$ cat config.mk
export PLATFORM = sky130hd
export DESIGN_NAME = scam_ram
export DESIGN_NICKNAME = d
export VERILOG_FILES = /design/src/hw/rtl/assert_macros.svh /design/src/hw/rtl/scam_ram.sv
export SDC_FILE = /design/constraint.sdc
export NUM_CORES = 1
export LEC_CHECK = 0
export BUFFER_PORTS_ARGS = -buffer_cell sky130_fd_sc_hd__buf_2
export CELL_PAD_IN_SITES_DETAIL_PLACEMENT = 2
export CELL_PAD_IN_SITES_GLOBAL_PLACEMENT = 2
export CORE_MARGIN = 10
export CORE_UTILIZATION = 37
export CTS_CLUSTER_SIZE = 12
export DETAILED_ROUTE_END_ITERATION = 6
export PLACE_DENSITY = 0.81
export SETUP_SLACK_MARGIN = 0.4
export SYNTH_ARGS = -nofsm -noshare
export SYNTH_HDL_FRONTEND = slang
export SYNTH_SLANG_ARGS = --single-unit
$ cat constraint.sdc
create_clock -name clk -period 1.1 [get_ports clk]
set_input_delay 0.165 -clock clk [delete_from_list [all_inputs] [get_ports clk]]
set_output_delay 0.165 -clock clk [all_outputs]
set_load 0.03 [all_outputs]
$ cat src/hw/rtl/assert_macros.svh
// Assertion macros used by the tag store RTL.
// Depends on nothing; included by modules that carry concurrent checks.
`ifndef ASSERT_MACROS_SVH
`define ASSERT_MACROS_SVH

// Check a property on every rising clock edge outside reset.
`define SCAM_ASSERT(lbl, clk, rst_n, prop, msg) \
	lbl: assert property (@(posedge clk) disable iff (!rst_n) (prop)) else $error(msg);

// Check that a condition never holds outside reset.
`define SCAM_ASSERT_NEVER(lbl, clk, rst_n, cond, msg) \
	lbl: assert property (@(posedge clk) disable iff (!rst_n) !(cond)) else $error(msg);

`endif

$ cat src/hw/rtl/scam_ram.sv
// Set row memory: one write port, one read port with registered read data.
// Depends on nothing; instantiated by set_assoc_cache_mru_sim.
`timescale 1ns / 1ps

module scam_ram #(
	parameter int unsigned DATA_W = 8,
	parameter int unsigned ADDR_W = 1
) (
	input  logic              clk,
	input  logic              we,
	input  logic [ADDR_W-1:0] waddr,
	input  logic [DATA_W-1:0] wdata,
	input  logic              re,
	input  logic [ADDR_W-1:0] raddr,
	output logic [DATA_W-1:0] rdata
);

	logic [DATA_W-1:0] mem [2**ADDR_W];

	always_ff @(posedge clk) begin
		if (we) begin
			mem[waddr] <= wdata;
		end
		if (re) begin
			rdata <= mem[raddr];
		end
	end

endmodule

==> metrics <==
# Max-Cap Violations=0; fmax=975 MHz; largest net degree at the start of global routing=15; Max Clock Skew=~0.0047 ns; Worst path max stage delay=~0.40 ns; CP bufs+invs=1; worst path cell trace=buf_6; CP max stage cell=edfxtp_1; gr ovfl total=0; Hold WC Path Type=in2reg; Net count, final=between 70 and 80; number of core rows=17; Hold-fix buffers, CTS=0; drt drc=0; number of buffers created by CTS=3; WHS=0.0409 ns; first-pass GRT wire length=~2300 um; first drt pass iteration count=2; Tmin final=roughly 1 ns; Metal-1 WL=534 um; Final Power=approximately 1.9 mW; critical path launch point type=register; Worst path top cell family by delay=flip-flops; share of layout cells above drive strength 1=0.586; Cell variety after synth=5; non-filler instance count after layout=86; cell-internal power=1.55 mW; DRT Wirelength=1560 um; Die W=around 68 um; Worst slew margin=0.834; vias in the first global route=470; Worst IR Drop VDD=around 1.8 mV; Multi-input gate area=~140 um2; Flop pwr share=0.578; Final GP Congestion=around 0.62; worst-skew pair later-pin latency=0.30 ns; core area=~2200 um2; P_sw=around 0.37 mW; LEAKAGE=0.428 nW; Worst-path clk slew=around 0.13 ns; Cell Area, Synth=a little under 900 um2; final worst path period share=0.932; root buffer cell=clkbuf_4; Crit Path Max Fanout=1; Initial Utilization=0.391; initial antenna violation count=0; Post-Syn Nets=48; Seq/Total Area, Yosys=0.834; Longest Clk Path Bufs=2; overall die area=4670 um2; routed wl met2=889 um; Worst Setup End Kind=output port; average wire per standard cell=between 15 and 20 um; Setup violations, final=0; CTS tree=yes; Final Slew Violations=0; num ports=21; Worst Setup Path Type=reg2out; vias per inst=approximately 4.4; FF+latch area=just over 700 um2; Worst Max-Slew Pin Slew=~0.25 ns; share of the synthesized area in the top cell type=0.834; Die H=between 60 and 70 um; top sig layer=met3; WP data required=between 0.9 and 1 ns; critical path arrival=about 0.86 ns; placed cells=82; Port Buffers=20; Met3 Wirelength=134 um; Ant. Diodes=0; # H-tree levels=1; Synth area leaders=edfxtp_1 83%, mux2_4 14%, buf_6 1.3%, and2_1 0.72%, nor2b_1 0.72%; sw frac=0.192; drt initial violations=5; clock tree sinks=24; logic gate share of total power=0.100; mean post-synth cell area=24.7 um2; PwrDens=1740 nW/um2; setup repair after global routing missed its margin=yes; ANT nets after route=0; Fin Setup TNS=0 ns; Mapped Cells=35; largest area contributor in the netlist=edfxtp_1; Clk pwr share=0.322; warnings from Yosys=0; area delta synth->final=27.2%; fillcell total=about 210; final-report hold violation count=0; total track usage=0.0679; vias=380; status=finished clean; #FFs+latches synth=24
## state kept, by name, indices dropped and copies added (netlist names)
| signal | count |
|---|---|
| mem | 16 |
| rdata | 8 |
## synth_stat cells
library cell and instances:
nor2b_1 1, buf_6 1, edfxtp_1 24, and2_1 1, mux2_4 8
## power by group through the flow
stage | combinational (mW) | sequential, mW | clock, mW
floorplan | 0.0651 | 1.16 | 0
CTS | 0.196 | 1.11 | 0.631
global placement | 0.162 | 1.11 | 0
finish | 0.191 | 1.11 | 0.617
global route | 0.204 | 1.11 | 0.662
detailed placement | 0.171 | 1.12 | 0
## through the flow
step / utilization / area, um2 / worst slack [ns]
floorplan: - / 873 / 0.250
global placement: 0.451 / 997 / 0.123
detailed placement: 0.451 / 997 / 0.0945
CTS: 0.497 / 1100 / 0.0556
global route: 0.497 / 1100 / 0.0281
finish: 0.497 / 1100 / 0.0748
## layout make-up
cell class	instances	share of cell area
clock buffer	3	0.0205
timing repair buffer	20	0.137
sequential	24	0.655
tap	28	0.0319
clock inverter	1	0.0273
multi-input combinational	10	0.129
## placed cells by master (no fill, tap or decap)
cell,Yosys,routed
mux2_4,8,8
clkbuf_4,0,3
edfxtp_1,24,24
bufinv_16,0,1
and2_2,0,1
buf_2,0,12
nor2b_4,0,1
buf_6,1,8
## worst paths after layout
| kind | slack, ns | endpoint | cells after the start | from |
|---|---|---|---|---|
| setup / recovery | 0.07 | rdata[6] | 1 | rdata[6] |
| hold / removal | 0.04 | mem[0][2] | 1 | wdata[2] |
| setup reg to reg | 0.17 | rdata[0] | 1 | mem[1][0] |
| hold reg to reg | 0.57 | rdata[2] | 1 | mem[0][2] |
## per-layer routing
layer,GRT usage,vias to the layer above
li1,-,181
met1,0.0505,184
met2,0.150,15
met3,0.0261,0
met4,0.0151,0
met5,0,-
## timing repair
| action | CTS | global route |
|---|---|---|
| setup endpoints to repair | 16 | 16 |
| gates resized for setup | 16 | 0 |
| buffers inserted | 0 | 0 |
| pin swaps | 0 | 0 |
| hold endpoints to repair | 0 | 0 |
## kinds of logic (layout without fill, tap and decap cells)
group / Yosys count / after routing / synth area share
AND/OR/NAND/NOR: 2 / 2 / 0.0145
multiplexers: 8 / 8 / 0.139
buffers and inverters: 1 / 24 / 0.0130
flip-flops: 24 / 24 / 0.834
Note: power is estimated with default switching activity, not from simulation.
